## config.mk

```make
export PLATFORM = sky130hd
export DESIGN_NAME = packet_seq_window_check_unit
export DESIGN_NICKNAME = d
export VERILOG_FILES = /design/src/rtl/pswc_pkg.sv /design/src/rtl/packet_seq_window_check_unit.sv /design/src/rtl/pswc_check.sv
export SDC_FILE = /design/constraint.sdc
export NUM_CORES = 1
export LEC_CHECK = 0
export ABC_AREA = 1
export BUFFER_PORTS_ARGS = -buffer_cell sky130_fd_sc_hd__buf_4
export CAP_MARGIN = 40
export CORE_MARGIN = 10
export CORE_UTILIZATION = 37
export DETAILED_ROUTE_END_ITERATION = 10
export GPL_TIMING_DRIVEN = 0
export PLACE_DENSITY_LB_ADDON = 0.15
export SKIP_CTS_REPAIR_TIMING = 1
export SKIP_LAST_GASP = 1
export SYNTH_ARGS = -nofsm -noshare
export SYNTH_HDL_FRONTEND = slang
export SYNTH_SLANG_ARGS = --single-unit
```

## constraint.sdc

```tcl
create_clock -name clk -period 7.3 [get_ports clk]
set_input_delay 1.46 -clock clk [delete_from_list [all_inputs] [get_ports clk]]
set_output_delay 1.46 -clock clk [all_outputs]
set_load 0.005 [all_outputs]
```

## src/rtl/pswc_pkg.sv

```systemverilog
// package: types, constants and sequence helpers for the packet sequence window check
package pswc_pkg;

  localparam int SEQ_MODULO = 8;
  localparam int SEQ_W      = 4;
  localparam int WIDE_W     = SEQ_W + 1;
  localparam int CNT_W      = 4;
  localparam int WIN_W      = 4;
  localparam int CFG_IDX_W  = 1;
  localparam int CFG_DATA_W = 4;
  localparam int IN_DATA_W  = 40;
  localparam int IN_USER_W  = 2;
  localparam int OUT_DATA_W = 24;

  localparam logic [CNT_W-1:0]  CNT_MAX  = 4'h0F;
  localparam logic [WIDE_W-1:0] WIDE_MOD = WIDE_W'(SEQ_MODULO);

  localparam logic [CFG_IDX_W-1:0] CFG_DATA_WINDOW = 1'd0;
  localparam logic [CFG_IDX_W-1:0] CFG_DTE_MODE    = 1'd1;

  localparam logic [WIN_W-1:0] DATA_WINDOW_RST = 4'd2;

  typedef enum logic [2:0] {
    PS_IN_SEQ    = 3'd0,
    PS_DUPLICATE = 3'd1,
    PS_GAP       = 3'd2,
    PS_OUT_WIN   = 3'd3,
    PS_UNCHECKED = 3'd4
  } ps_status_t;

  typedef enum logic [1:0] {
    REPLY_NONE = 2'd0,
    REPLY_RR   = 2'd1,
    REPLY_REJ  = 2'd2
  } reply_kind_t;

  typedef enum logic [1:0] {
    RST_NONE  = 2'd0,
    RST_BAD_PS = 2'd1,
    RST_BAD_PR = 2'd2
  } reset_code_t;

  typedef struct packed {
    logic [SEQ_W-1:0] received_ps;
    logic [SEQ_W-1:0] received_pr;
    logic             is_data;
    logic             is_reset_request;
    logic [SEQ_W-1:0] recv_low;
    logic [SEQ_W-1:0] recv_high;
    logic [SEQ_W-1:0] send_low;
    logic [SEQ_W-1:0] send_next;
    logic             send_timed_out;
    logic             retransmitting;
    logic [SEQ_W-1:0] rejected_seq;
    logic [CNT_W-1:0] early_reply_count;
  } pswc_item_t;

  typedef struct packed {
    ps_status_t       ps_status;
    reply_kind_t      reply_kind;
    logic             restart_reply_timer;
    logic             release_valid;
    logic [SEQ_W-1:0] release_upto;
    logic             send_resume;
    logic             clear_timeout;
    logic             clear_retransmit;
    reset_code_t      reset_code;
    logic             reset_origin;
  } pswc_result_t;

  typedef struct packed {
    logic [SEQ_W-1:0] expected_seq;
    logic [CNT_W-1:0] data_count;
    logic             reject_outstanding;
  } pswc_state_t;

  typedef struct packed {
    logic [WIN_W-1:0] data_window;
    logic             dte_mode;
  } pswc_cfg_t;

  typedef struct packed {
    logic              hit;
    logic [WIDE_W-1:0] to_top;
  } win_pos_t;

  // position of mid within [low, high] with wrap, distance to the top
  function automatic win_pos_t window_pos(logic [SEQ_W-1:0] low, logic [SEQ_W-1:0] mid,
                                          logic [SEQ_W-1:0] high);
    logic [WIDE_W-1:0] l;
    logic [WIDE_W-1:0] m;
    logic [WIDE_W-1:0] h;
    win_pos_t          r;
    l = {1'b0, low};
    m = {1'b0, mid};
    h = {1'b0, high};
    if (h < l) begin
      if (m < l) begin
        m = m + WIDE_MOD;
      end
      h = h + WIDE_MOD;
    end
    r.hit    = (l <= m) && (m <= h);
    r.to_top = h - m;
    return r;
  endfunction

  // (v + 1) mod SEQ_MODULO for any 4-bit v
  function automatic logic [SEQ_W-1:0] seq_inc(logic [SEQ_W-1:0] v);
    logic [WIDE_W-1:0] s;
    s = {1'b0, v} + WIDE_W'(1);
    if (s >= WIDE_MOD) begin
      s = s - WIDE_MOD;
    end
    if (s >= WIDE_MOD) begin
      s = s - WIDE_MOD;
    end
    return s[SEQ_W-1:0];
  endfunction

endpackage

```

## src/rtl/packet_seq_window_check_unit.sv

```systemverilog
// top level: packet sequence window check with stream ports and config port
// path: an accepted item passes the input register, then the result register that drives out_tvalid
// throughput: one item per cycle while out_tready is high; the channel state updates as an item
// enters the result register; the check logic between the two registers sets the cycle time
// reset: synchronous active-low rst_n clears both stages, the channel state and the registers
// to their defaults (data_window 2, dte_mode 1)
module packet_seq_window_check_unit
  import pswc_pkg::*;
(
  input  logic                  clk,
  input  logic                  rst_n,
  input  logic                  in_tvalid,
  output logic                  in_tready,
  // ps[3:0] pr[7:4] recv_low[11:8] recv_high[15:12] send_low[19:16] send_next[23:20]
  // send_timed_out[24] retransmitting[25] rejected_seq[29:26] early_reply_count[33:30]
  input  logic [IN_DATA_W-1:0]  in_tdata,
  // is_data[0] is_reset_request[1]
  input  logic [IN_USER_W-1:0]  in_tuser,
  output logic                  out_tvalid,
  input  logic                  out_tready,
  // ps_status[2:0] reply_kind[4:3] restart_reply_timer[5] release_valid[6]
  // release_upto[10:7] send_resume[11] clear_timeout[12] clear_retransmit[13]
  // reset_code[15:14] reset_origin[16]
  output logic [OUT_DATA_W-1:0] out_tdata,
  input  logic                  cfg_valid,
  output logic                  cfg_ready,
  input  logic [CFG_IDX_W-1:0]  cfg_index,
  input  logic [CFG_DATA_W-1:0] cfg_data
);

  pswc_item_t   item_r;
  logic         item_valid_r;
  pswc_result_t res_r;
  logic         res_valid_r;
  pswc_state_t  st_r;
  pswc_state_t  st_nxt;
  pswc_cfg_t    cfg_r;
  pswc_result_t chk_res;
  pswc_item_t   in_item;
  logic         res_load;
  logic         in_fire;

  assign res_load  = item_valid_r && (!res_valid_r || out_tready);
  assign in_tready = !item_valid_r || res_load;
  assign in_fire   = in_tvalid && in_tready;
  assign cfg_ready = 1'b1;

  always_comb begin
    in_item.received_ps       = in_tdata[3:0];
    in_item.received_pr       = in_tdata[7:4];
    in_item.recv_low          = in_tdata[11:8];
    in_item.recv_high         = in_tdata[15:12];
    in_item.send_low          = in_tdata[19:16];
    in_item.send_next         = in_tdata[23:20];
    in_item.send_timed_out    = in_tdata[24];
    in_item.retransmitting    = in_tdata[25];
    in_item.rejected_seq      = in_tdata[29:26];
    in_item.early_reply_count = in_tdata[33:30];
    in_item.is_data           = in_tuser[0];
    in_item.is_reset_request  = in_tuser[1];
  end

  pswc_check u_check (
    .item (item_r),
    .cur  (st_r),
    .cfg  (cfg_r),
    .res  (chk_res),
    .nxt  (st_nxt)
  );

  always_ff @(posedge clk) begin
    if (!rst_n) begin
      item_valid_r <= 1'b0;
      res_valid_r  <= 1'b0;
      st_r         <= '0;
      cfg_r.data_window <= DATA_WINDOW_RST;
      cfg_r.dte_mode    <= 1'b1;
    end else begin
      if (in_tready) begin
        item_valid_r <= in_tvalid;
      end
      if (res_load) begin
        res_valid_r <= 1'b1;
        st_r        <= st_nxt;
      end else if (out_tready) begin
        res_valid_r <= 1'b0;
      end
      if (cfg_valid && cfg_ready) begin
        unique case (cfg_index)
          CFG_DATA_WINDOW: cfg_r.data_window <= cfg_data[WIN_W-1:0];
          CFG_DTE_MODE:    cfg_r.dte_mode    <= cfg_data[0];
          default: ;
        endcase
      end
    end
  end

  always_ff @(posedge clk) begin
    if (in_fire) begin
      item_r <= in_item;
    end
    if (res_load) begin
      res_r <= chk_res;
    end
  end

  assign out_tvalid = res_valid_r;
  assign out_tdata  = {7'd0,
                       res_r.reset_origin,
                       res_r.reset_code,
                       res_r.clear_retransmit,
                       res_r.clear_timeout,
                       res_r.send_resume,
                       res_r.release_upto,
                       res_r.release_valid,
                       res_r.restart_reply_timer,
                       res_r.reply_kind,
                       res_r.ps_status};

  a_exp_in_range: assert property (@(posedge clk) disable iff (!rst_n)
    {1'b0, st_r.expected_seq} < WIDE_MOD)
    else $error("expected sequence number outside modulus");

  a_rej_sets_flag: assert property (@(posedge clk) disable iff (!rst_n)
    (res_load && chk_res.reply_kind == REPLY_REJ) |=> st_r.reject_outstanding)
    else $error("reject sent without marking it outstanding");

  a_rr_clears_count: assert property (@(posedge clk) disable iff (!rst_n)
    (res_load && chk_res.reply_kind == REPLY_RR) |=> (st_r.data_count == '0))
    else $error("data count not cleared after rr");

  a_origin_needs_reset: assert property (@(posedge clk) disable iff (!rst_n)
    (res_valid_r && res_r.reset_origin) |-> (res_r.reset_code != RST_NONE))
    else $error("reset origin without reset code");

endmodule

```

## src/rtl/pswc_check.sv

```systemverilog
// module: sequence checks of one packet header and next channel state
module pswc_check
  import pswc_pkg::*;
(
  input  pswc_item_t   item,
  input  pswc_state_t  cur,
  input  pswc_cfg_t    cfg,
  output pswc_result_t res,
  output pswc_state_t  nxt
);

  win_pos_t         pr_pos;
  win_pos_t         rej_pos;
  win_pos_t         ps_pos;
  logic [SEQ_W-1:0] ps_inc;
  logic [CNT_W-1:0] cnt_inc;
  logic [WIDE_W-1:0] cnt_sum;
  logic             at_top;
  logic             in_seq;
  logic             dup;
  logic             gap;
  logic             checked;
  logic             want_rr;

  always_comb begin
    pr_pos  = window_pos(item.send_low, item.received_pr, item.send_next);
    rej_pos = window_pos(item.send_low, item.rejected_seq, item.received_pr);
    ps_pos  = window_pos(item.recv_low, item.received_ps, item.recv_high);
    ps_inc  = seq_inc(item.received_ps);
    checked = !(item.is_reset_request && !item.is_data);
    at_top  = (item.received_ps == item.recv_high);
    in_seq  = (item.received_ps == cur.expected_seq) && !at_top;
    dup     = !at_top && (ps_inc == cur.expected_seq);
    gap     = !at_top && ps_pos.hit;
    cnt_inc = (item.is_data && (cur.data_count < CNT_MAX)) ?
              cur.data_count + CNT_W'(1) : cur.data_count;
    cnt_sum = {1'b0, cnt_inc} + {1'b0, item.early_reply_count};
    want_rr = (ps_inc == item.recv_high) ||
              (item.is_data && (cnt_sum >= {1'b0, cfg.data_window}));

    res = '0;
    res.ps_status = PS_UNCHECKED;
    nxt = cur;

    if (checked) begin
      // P(R) against the send window
      if (pr_pos.hit) begin
        if ((pr_pos.to_top == '0) ? (item.send_low != item.send_next)
                                  : (item.send_low != item.received_pr)) begin
          res.release_valid = 1'b1;
          res.release_upto  = item.received_pr;
        end
        if (item.send_timed_out) begin
          res.clear_timeout = 1'b1;
          res.send_resume   = 1'b1;
        end
        if (item.retransmitting && rej_pos.hit) begin
          res.clear_retransmit = 1'b1;
          res.send_resume      = 1'b1;
        end
      end else begin
        res.reset_code = RST_BAD_PR;
      end

      // P(S) against the receive window
      if (in_seq) begin
        res.ps_status          = PS_IN_SEQ;
        nxt.expected_seq       = seq_inc(cur.expected_seq);
        nxt.reject_outstanding = 1'b0;
        nxt.data_count         = cnt_inc;
        if (item.received_ps == item.recv_low) begin
          res.restart_reply_timer = 1'b1;
        end else if (want_rr) begin
          res.reply_kind = REPLY_RR;
        end
      end else if (dup) begin
        res.ps_status = PS_DUPLICATE;
        if (!cur.reject_outstanding) begin
          res.reply_kind = REPLY_RR;
        end
      end else if (gap) begin
        res.ps_status = PS_GAP;
        if (!cur.reject_outstanding) begin
          res.reply_kind         = REPLY_REJ;
          nxt.reject_outstanding = 1'b1;
        end
      end else begin
        res.ps_status = PS_OUT_WIN;
        if (res.reset_code == RST_NONE) begin
          res.reset_code = RST_BAD_PS;
        end
      end

      if (res.reply_kind == REPLY_RR) begin
        nxt.data_count = '0;
      end
      if (res.reset_code != RST_NONE) begin
        res.reset_origin = !cfg.dte_mode;
      end
    end
  end

endmodule

```

== Yosys cells after proc, flatten, opt, wreduce, memory -nomap -nowiden ==
Cells that the tools add are included.
Word-level totals
  flip-flop bits (word level): 69
  output and inout bits: 27
  logic and storage cells: 154
Operators by class
  add/subtract/negate cells: 14
  $lt $le $gt $ge: 17
  equal/unequal tests: 9
  mux-type cells: 44
  bitwise operators: 6
  reduce and logical (&&, ||, !) cells: 35
Operators with widths (count)
  5-bit 2-to-1 mux: 16
  4-bit by 4-bit adder with 5-bit output, second input constant: 5
  4-bit equality test: 5
  5-bit by 4-bit >= comparator with 1-bit output, second input constant: 4
  4-bit less-than comparator: 5
  2-bit 2-to-1 mux: 10
  4-bit 2-to-1 mux: 5
  4-bit by 5-bit less-or-equal comparator with 1-bit output: 3
  5-bit less-or-equal comparator: 3
  1-bit 2-to-1 mux: 13
  1-bit logical AND: 12
  4-bit by 1-bit adder with 5-bit output, second input constant: 2
  5-bit by 4-bit subtractor with 5-bit output, second input constant: 2
  4-bit != test: 2
  2-bit nonzero test: 4
  4-bit subtractor, second input constant: 2
  1-bit inverter: 6
  3-bit AND reduction: 2
  2-bit OR reduction: 3
  4-bit by 4-bit adder with 5-bit output: 1
  5-bit by 4-bit >= comparator with 1-bit output: 1
  1-bit zero test: 5
  5-bit zero test: 1
  5-bit subtractor: 1
  9 further kinds: 12

== Depth between registers and ports, before layout ==
Gate-level depths: netlist of run 1.
  word-level depth: 16
  depth in mapped cells: 21
  mapped depth without buffers: 21

== Cells and area by module ==
From an unflattened synthesis of run 1, not the netlist that was laid out.
Second synthesis, totals
  cell total of the unflattened synthesis: 540
  area, all modules: 4852.2 sq um
Modules (own cells, without submodules)
  pswc_check: times used 1, cells each 382, area each 2483.6 sq um, seq. area each 0.0 sq um
  packet_seq_window_check_unit: times used 1, cells each 158, area each 2368.5 sq um, seq. area each 1911.8 sq um

== Worst setup path after synthesis of run 1 ==
OpenSTA, ideal clock, no wires.
  path kind: input port to output port
  start point: input out_tready
  end point: output in_tready
  arrival time: 1609 ps
  data required time: 5840 ps
  slack: 4231 ps
  stages on the path: 2
  path buffers: 0
  cell sequence: inv_1 > nand3_1
On the way
  cells in the longest elaborated chain, start to end: 3
Ends and longest elaborated chain
  from (decl): RTL line packet_seq_window_check_unit.sv:20  | input logic out_tready,
  1-bit logical OR: RTL line packet_seq_window_check_unit.sv:43  | assign res_load = item_valid_r && (!res_valid_r || out_tready);
  1-bit logical AND: RTL line packet_seq_window_check_unit.sv:43
  1-bit logical OR: RTL line packet_seq_window_check_unit.sv:44  | assign in_tready = !item_valid_r || res_load;
  to (decl): RTL line packet_seq_window_check_unit.sv:13  | output logic in_tready,
No other way between the ends.

== Final worst setup path of run 1 ==
Same ends and word-level chain as after synthesis.

==> impl_results.md, run 1 <==
* Number of core rows at 40
* Number of H-tree levels at 3
* Hpwl dp at 7944 um
* Net count, final at 685
* Starting Density at 37.58%
* # diodes at 0
* Grt total ovfl at 0
* Total CTS buffers at 9
* Reg2reg path depth at 17
* RSZ-0062 raised after global routing: no
* Met1 usage at 14.04%
* CTS tree: yes
* WL per Instance at 13.91 um
* Area after DPL at 5202 um^2
* Final clock period utilization by the worst path at 45.85%
* Count of input and output buffers at 63
* Cells after synthesis at 483
* Fmax at 0.2988 GHz
* Flop2flop setup slack at 3990 ps
* Antenna Nets Post-Route at 0
* Critical Path Start: out_tready
* Synthesized cell area at 4496 um^2
* Category of the most critical setup path: primary input to output port
* Largest net degree at the start of global routing at 21
* Die width at 130.2 um
* Number of synthesized register bits at 69
* HP Class: register to register
* Leakage dissipation at 2.707 nW
* Pre-CTS setup slack at 3955 ps
* Util after Layout at 46.08%
* Total Power at 1.157 mW
* Post-synthesis sequential area ratio at 42.53%
* Fin cells at 716
* EDFF count, synth at 53
* Rel. slew slack at 49.05%
* Min cycle time layout at 3347 ps
* Setup Viol. Count Final at 0
* Root Buffer: clkbuf_16
* Ports at 79
* Iter 0 DRT Violations at 170
* Final setup skew at 7.578 ps
* Async set-or-reset flop fraction in the synthesized netlist at 0%
* Routed vias/inst at 4.705
* Area growth syn-to-layout at 22.60%
* Clock Latency Late Sink at 340 ps
* Total core area at 11960 um^2
* Global-route wire length before repair at 16280 um
* Total global-route track usage at 12.32%
* Post-synth cell types at 38
* CP Data Arrival Time at 1890 ps
* Final Hold Slack at 462.2 ps
* Status: finished, final reports clean
* GRT Max-Usage Layer: met2
* CP Capture Point: in_tready
* Die area at 16960 um^2
* Layout cells sized above 1 at 18.80%
* Largest fanout on the critical path at 3
* Max Slew Vio Count at 0
* Die Ht at 130.2 um
* RR Endpoint: out_tdata[3]
* Reg clk slew, reported paths at 60 ps
* Drt first pass iters at 5
* M3 GR Usage at 3.448%
* Commonest non-fill, non-tap cell in the layout: inv_1
* Most frequent cells in the layout: inv_1 (87), buf_4 (72), ha_1 (68)
* Synth warnings at 0
* Final Hold Viols at 0
* Final WL at 9960 um
* # DRC at 0
* CTS Buffer Depth at 2
* FF-to-FF Start: st_r[1]
* Setup TNS at 0 ps
* Cells after DPL at 700
* Main synth FF type: edfxtp_1
* Avg Cell Area, Syn at 9.308 um^2
* Final WS setup at 3953 ps
* Antenna violations before repair at 0
* Worst-Margin Slew at 763.4 ps
* Gp weighted congestion at 0.7971
* Number of global-route vias before repair at 3430
* CP Data Required Time at 5840 ps
* Design area at 5512 um^2
* Max-Cap Viols at 0
* GR Util met2 at 20.62%
* Worst vdd ir at 143.8 uV
* Nature of the critical path endpoint: output port
* Worst setup SP type: primary input
* Vias at 3369
* Clock sinks at 69
* Pwr/cell area at 209.8 nW/um^2
## state kept, by name, summed over array words and instances, names as in the netlist
signal and flops:
item_valid_r 1, item_r 36, cfg_r 5, st_r 9
out_tdata 17, out_tvalid 1
## synth_stat cells (2+ instances only)
cell	count	area (um^2)
a21o_1	2	15.01
a21oi_1	26	130.1
a31oi_1	2	12.51
buf_4	9	67.56
conb_1	2	7.510
dfxtp_1	16	320.3
edfxtp_1	53	1592
ha_1	68	850.8
inv_1	88	330.3
inv_2	2	7.510
nand2_1	64	240.2
nand2_2	4	25.02
nand3_1	27	135.1
nand3_2	5	50.05
nand4_1	17	106.4
nand4_2	2	25.02
nor2_1	37	138.9
nor2_2	2	12.51
nor3_1	4	20.02
o21a_1	2	15.01
o21ai_0	21	105.1
o21bai_1	3	22.52
xnor2_1	5	43.79
xor2_1	8	70.07
## worst min path at each step
stage / start / cells after the start / to / slack [ps]
floorplan: cfg_r[0] / 2 / cfg_r[0] / 430
global placement: st_r[0] / 2 / st_r[0] / 450
detailed placement: st_r[0] / 2 / st_r[0] / 460
CTS: cfg_r[4] / 2 / cfg_r[4] / 470
global route: st_r[0] / 2 / st_r[0] / 490
finish: cfg_r[4] / 2 / cfg_r[4] / 460
## worst max-delay path: stages
cell	delay, ps
buf_4	110
inv_1	60
nand3_1	100
buf_4	160
## per-layer routing
metal / part of all wire [%] / routed length (um) / vias up
li1: - / - / 1780
met1: 43 / 4315 / 1502
met2: 48 / 4760 / 69
met3: 6.2 / 621 / 18
met4: 2.6 / 262 / 0
met5: 0 / 0 / -
## final cells by class
type / instances / area, um^2
well taps: 147 / 183.9
multi-input cells: 319 / 2186
clock inverters: 4 / 72.57
clock buffers: 12 / 236.5
flip-flops and latches: 69 / 1912
fillers: 1141 / 6450
inverters: 90 / 337.8
plain buffers: 11 / 82.58
repair buffers: 64 / 500.5
## cells by family after synthesis
kind of cell	Yosys count	share of synthesized area [%]
other	2	0.1671
flip-flops	69	42.53
adder cells (fa/ha/maj)	69	19.37
XOR/XNOR	13	2.533
buffers and inverters	101	9.351
AND/OR/NAND/NOR	168	18.56
AO/OA/AOI/OAI	61	7.486
## power breakdown
group / internal, mW / total [mW] / switching (mW)
Clock: 0.299 / 0.466 / 0.167
Combinational: 0.0974 / 0.223 / 0.125
Sequential: 0.453 / 0.468 / 0.0154
Total: 0.849 / 1.16 / 0.308
Power figures use the tool's default switching activity.
==> run 2: changes to the inputs <==
- clock period: 7.3 -> 3.5 ns (I/O delays scaled with it)
==> run 2 against run 1 <==
Non-clock buffer count increased by 1. Final cell count increased by 0.14%. Sequential power increased by 110%. First-iteration DRC count decreased by 16%. Worst hold slack about the same. Via count increased by 0.15%. Count of clock-buffer cells in the layout unchanged. Register-to-register slack got worse by 3700 ps. Cell area increased by 0.27%. Critical path type is now register to register.
==> impl_results.md, run 2 (same netlist as run 1, synthesis figures left out) <==
* Status: finished, final reports clean (unchanged)
* Nature of the critical path endpoint: register (was output port)
* Util after Layout at 46.20% (was 46.08%)
* Max Slew Vio Count at 0 (unchanged)
* Largest fanout on the critical path at 3 (unchanged)
* Total global-route track usage at 12.32% (unchanged)
* HP Class: register to register (unchanged)
* Pwr/cell area at 437.1 nW/um^2 (was 209.8 nW/um^2)
* Cells after DPL at 700 (unchanged)
* Ports at 79 (unchanged)
* Antenna violations before repair at 0 (unchanged)
* Vias at 3374 (was 3369)
* Reg clk slew, reported paths at 60 ps (about the same)
* Largest net degree at the start of global routing at 21 (unchanged)
* Final clock period utilization by the worst path at 90.85%
* Routed vias/inst at 4.706 (was 4.705)
* Design area at 5527 um^2 (was 5512 um^2)
* Number of H-tree levels at 3 (unchanged)
* Setup Viol. Count Final at 0 (unchanged)
* Drt first pass iters at 6 (was 5)
* Grt total ovfl at 0 (unchanged)
* CP Data Arrival Time at 3380 ps (was 1890 ps)
* Final Hold Viols at 0 (unchanged)
* Worst vdd ir at 300.3 uV (was 143.8 uV)
* Most frequent cells in the layout: inv_1 (87), buf_4 (73), ha_1 (68) (was inv_1 (87), buf_4 (72), ha_1 (68))
* Clock Latency Late Sink at 340 ps (about the same)
* RSZ-0062 raised after global routing: no (unchanged)
* Min cycle time layout at 3180 ps
* # diodes at 0 (unchanged)
* Final WL at 9993 um (was 9960 um)
* CTS Buffer Depth at 2 (unchanged)
* Gp weighted congestion at 0.7971 (unchanged)
* CP Data Required Time at 3700 ps (was 5840 ps)
* Fmax at 0.3145 GHz
* Fin cells at 717 (was 716)
* Clock sinks at 69 (unchanged)
* Worst-Margin Slew at 764.7 ps (was 763.4 ps)
* Number of core rows at 40 (unchanged)
* Starting Density at 37.58% (unchanged)
* Leakage dissipation at 2.712 nW (was 2.707 nW)
* Commonest non-fill, non-tap cell in the layout: inv_1 (unchanged)
* Layout cells sized above 1 at 19.12% (was 18.80%)
* Setup TNS at 0 ps (unchanged)
* Area growth syn-to-layout at 22.93% (was 22.60%)
* Worst setup SP type: register (was primary input)
* Hpwl dp at 7944 um (unchanged)
* Final setup skew at 7.499 ps (was 7.578 ps)
* Total core area at 11960 um^2 (unchanged)
* Area after DPL at 5202 um^2 (unchanged)
* Max-Cap Viols at 0 (unchanged)
* Root Buffer: clkbuf_16 (unchanged)
* CTS tree: yes (unchanged)
* Total Power at 2.416 mW (was 1.157 mW)
* Iter 0 DRT Violations at 143 (was 170)
* # DRC at 0 (unchanged)
* Count of input and output buffers at 63 (unchanged)
* Number of global-route vias before repair at 3430 (unchanged)
* Global-route wire length before repair at 16280 um (unchanged)
* Antenna Nets Post-Route at 0 (unchanged)
* Max reg flops at 36 (unchanged)
* Reg with most FFs: item_r (unchanged)
* Category of the most critical setup path: register to register (was primary input to output port)
* Die width at 130.2 um (unchanged)
* Die area at 16960 um^2 (unchanged)
* Net count, final at 686 (was 685)
* Die Ht at 130.2 um (unchanged)
* WL per Instance at 13.94 um (was 13.91 um)
* Total CTS buffers at 9 (unchanged)
* Rel. slew slack at 48.96% (was 49.05%)
==> run 2: changes by cell type in the layout (fill, tap and decap cells not counted), sizes merged <==
cell | previous run | this run
buf | 74 | 75
==> run 2: per-layer routing <==
metal	GRT usage, %	share of wire (%)
met4	6.415	2.6
met1	14.04	44
met2	20.62	47
met3	3.448	6.3
met5	0	0
==> run 2: worst max-delay path, cell delays in order, from the launching register on <==
cell and delay [ps]:
edfxtp_1 420, inv_1 140, ha_1 280, inv_1 90, nor2_1 40, o21ai_1 150, nand3_1 120, inv_1 100
ha_1 230, inv_1 80, nand2_1 50, o21ai_0 150, ha_1 320, a21oi_1 150, o21ai_0 100, nand3_1 100
nand2_1 110, nor2_4 140, nand4_1 130, a21oi_1 140
==> run 2: power by group <==
part           internal (mW)  switching, mW  total (mW)
Sequential             0.944         0.0309       0.975
Combinational          0.205          0.264       0.469
Clock                  0.623          0.348       0.972
Total                   1.77          0.643        2.42
==> run 2: stage by stage <==
step	hold slack, ps	setup WS (ps)
2_1_floorplan	429.1	613.0
3_3_place_gp	452.1	210.6
3_5_place_dp	460.2	198.1
4_1_cts	468.4	172.8
5_1_grt	489.8	3.489
6_report	462.3	320.4
==> run 2: path summary, 6_finish.rpt <==
check             start       endpoint  slack [ps]  cells past startpoint
max          item_r[15]  out_tdata[16]         320                     19
min            cfg_r[4]       cfg_r[4]         460                      2
max reg2reg  item_r[15]  out_tdata[16]         320                     19
min reg2reg    cfg_r[4]       cfg_r[4]         460                      2
==> run 2: final cells by class <==
type                       instances  area (um^2)
sequential                        69         1912
clock buffer                      12        236.5
multi-input combinational        319         2193
tap                              147        183.9
timing repair buffer              65        508.0
buffer                            11        82.58
clock inverter                     4        72.57
inverter                          90        337.8
fill                            1140         6435
==> run 3: changes to the inputs <==
- CTS_CLUSTER_SIZE: default -> 28
- clock period: 3.5 -> 2.85 ns (I/O delays scaled with it)
==> run 3 against run 2 <==
The run now ends with setup timing left. Cell area increased by 8.8%. Via count is 5.6% higher. Highest routed layer unchanged. Utilization increased by 4.0 points. Worst setup slack got worse by 380 ps. Critical path type unchanged. Sequential power up 23%.
==> impl_results.md, run 3 (same netlist as run 1, synthesis figures left out) <==
* CTS Buffer Depth at 2 (unchanged)
* WHS Endpoint: item_r[23] (was cfg_r[4])
* Fin cells at 740 (was 717)
* Net count, final at 709 (was 686)
* Most frequent cells in the layout: buf_4 (94), inv_1 (71), nand2_1 (56) (was inv_1 (87), buf_4 (73), ha_1 (68))
* Clock Latency Late Sink at 340 ps (about the same)
* Vias at 3563 (was 3374)
* Global-route wire length before repair at 16780 um (was 16280 um)
* HP Class: primary input to register (was register to register)
* CP Data Arrival Time at 2980 ps (was 3380 ps)
* Worst setup SP type: register (unchanged)
* Reg2reg path depth at 19 (unchanged)
* Number of global-route vias before repair at 3516 (was 3430)
* RSZ-0062 raised after global routing: yes (was no)
* Largest net degree at the start of global routing at 37 (was 21)
* Setup Viol. Count Final at 10 (was 0)
* Final clock period utilization by the worst path at 102.2% (was 90.85%)
* CP Data Required Time at 2910 ps (was 3700 ps)
* Ports at 79 (unchanged)
* Final WS setup at -64.11 ps (was 320.4 ps)
* Number of core rows at 40 (unchanged)
* WL per Instance at 14.39 um (was 13.94 um)
* CTS tree: yes (unchanged)
* Count of input and output buffers at 63 (unchanged)
* Slowest CP cell: fa_1 (was edfxtp_1)
* # diodes at 0 (unchanged)
* Setup TNS at -316.9 ps (was 0 ps)
* Category of the most critical setup path: register to register (unchanged)
* Drt first pass iters at 5 (was 6)
* Grt total ovfl at 0 (unchanged)
* Root Buffer: clkbuf_16 (unchanged)
* Clock sinks at 69 (unchanged)
* Critical path, cell by cell: ha_4 -> nand3_2 -> nand2_2 -> xor2_1 -> inv_1 -> ha_4 -> inv_2 -> fa_1 -> inv_1 -> ha_1 -> a21boi_1 -> o21ai_1 -> nand2_1 -> nand2_1 -> nand2_1 -> nand2_1 -> nand2_1 -> nand2_2 -> a21oi_1 (was inv_1 -> ha_1 -> inv_1 -> nor2_1 -> o21ai_1 -> nand3_1 -> inv_1 -> ha_1 -> inv_1 -> nand2_1 -> o21ai_0 -> ha_1 -> a21oi_1 -> o21ai_0 -> nand3_1 -> nand2_1 -> nor2_4 -> nand4_1 -> a21oi_1)
* Max reg flops at 36 (unchanged)
* Status: complete, but fails checks (was finished, final reports clean)
* Total CTS buffers at 9 (unchanged)
* Worst path max stage delay at 470 ps (was 420 ps)
* Total global-route track usage at 12.66% (was 12.32%)
* Commonest non-fill, non-tap cell in the layout: buf_4 (was inv_1)
* Total core area at 11960 um^2 (unchanged)
* Final Hold Slack at 408.0 ps (was 462.3 ps)
* Number of H-tree levels at 3 (unchanged)
* Antenna Nets Post-Route at 0 (unchanged)
* Pwr/cell area at 529.8 nW/um^2 (was 437.1 nW/um^2)
* Die Ht at 130.2 um (unchanged)
* Final WL at 10650 um (was 9993 um)
* Final Hold Viols at 0 (unchanged)
* Gp weighted congestion at 0.7968 (was 0.7971)
* Worst-Margin Slew at 827.2 ps (was 764.7 ps)
* Area growth syn-to-layout at 33.70% (was 22.93%)
* # DRC at 0 (unchanged)
* Filler cells at 1109 (was 1140)
* Iter 0 DRT Violations at 114 (was 143)
* Failing checks: setup timing
* Largest fanout on the critical path at 5 (was 3)
* Fmax at 0.3432 GHz (was 0.3145 GHz)
* Min cycle time layout at 2914 ps (was 3180 ps)
* Flop2flop setup slack at -60 ps (was 320 ps)
* Buf/Inv on CP at 3 (was 4)
* Leakage dissipation at 2.838 nW (was 2.712 nW)
* Crit-path most repeated cell: nand2_1 (was inv_1)
* Antenna violations before repair at 0 (unchanged)
* Reg with most FFs: item_r (unchanged)
* Layout cells sized above 1 at 33.22% (was 19.12%)
* Die area at 16960 um^2 (unchanged)
* Cells after DPL at 699 (was 700)
* Cell family with most CP delay: adder cells (unchanged)
* Reg clk slew, reported paths at 60 ps (about the same)
* Routed vias/inst at 4.815 (was 4.706)
* FF-to-FF Start: st_r[1] (was item_r[15])
* Max-Cap Viols at 0 (unchanged)
* Max Slew Vio Count at 0 (unchanged)
* Worst vdd ir at 292.2 uV (was 300.3 uV)
* Nature of the critical path endpoint: register (unchanged)
* Final setup skew at 4.607 ps (was 7.499 ps)
* Die width at 130.2 um (unchanged)
* Hold Path Cell Cnt at 1 (was 2)
* Hold path start: in_tdata[9] (was cfg_r[4])
* Hpwl dp at 7938 um (was 7944 um)
* RR Endpoint: out_tdata[3] (was out_tdata[16])
* Rel. slew slack at 44.78% (was 48.96%)
* Starting Density at 37.58% (unchanged)
==> run 3: metal layers <==
layer	GRT usage, %	routed length [um]
met5	0	0
met4	4.299	144
met3	4.584	582
met1	13.97	4490
met2	22.00	5431
==> run 3: worst max-delay path by stage <==
stage	from	to	slack (ps)	cells after the start
5_1_grt	item_r[16]	out_tdata[16]	-280	17
3_3_place_gp	item_r[15]	out_tdata[16]	-440	19
4_1_cts	st_r[1]	st_r[2]	-490	18
3_5_place_dp	item_r[15]	out_tdata[16]	-430	19
2_1_floorplan	item_r[33]	out_tdata[16]	30	17
6_report	st_r[1]	out_tdata[3]	-60	19
==> run 3: cell type report <==
type	instances	area, um^2	area share (%)
plain buffers	11	82.58	1.374
clock inverters	6	85.08	1.415
multi-input cells	319	2494	41.49
repair buffers	88	671.9	11.18
clock buffers	10	239.0	3.976
well taps	147	183.9	3.060
flip-flops and latches	69	1917	31.89
inverters	90	337.8	5.620
==> run 3: metrics by stage <==
stage	instance area (um^2)	setup WS (ps)	total power [mW]	util [%]
after global placement	5187	-438.6	1.777	43.37
after CTS	5512	-487.9	3.040	46.08
after floorplan	4531	30.45	1.598	-
after global routing	6011	-280.9	3.378	50.25
after detailed placement	5187	-430.0	1.794	43.37
final	6011	-64.11	3.185	50.25
==> run 3: worst register-to-register path: stages, from the launching register on <==
cell and delay, ps:
dfxtp_4 360, ha_4 160, nand3_2 80, nand2_2 90, xor2_1 170, inv_1 110, ha_4 150, inv_2 30
fa_1 470, inv_1 40, ha_1 250, a21boi_1 130, o21ai_1 120, nand2_1 70, nand2_1 60, nand2_1 70
nand2_1 60, nand2_1 60, nand2_2 90, a21oi_1 70
==> run 3: power breakdown <==
part           internal (mW)  total (mW)  switching (mW)
Combinational          0.360       0.762           0.402
Clock                  0.788        1.22           0.436
Sequential              1.16        1.20          0.0392
Total                   2.31        3.18           0.877
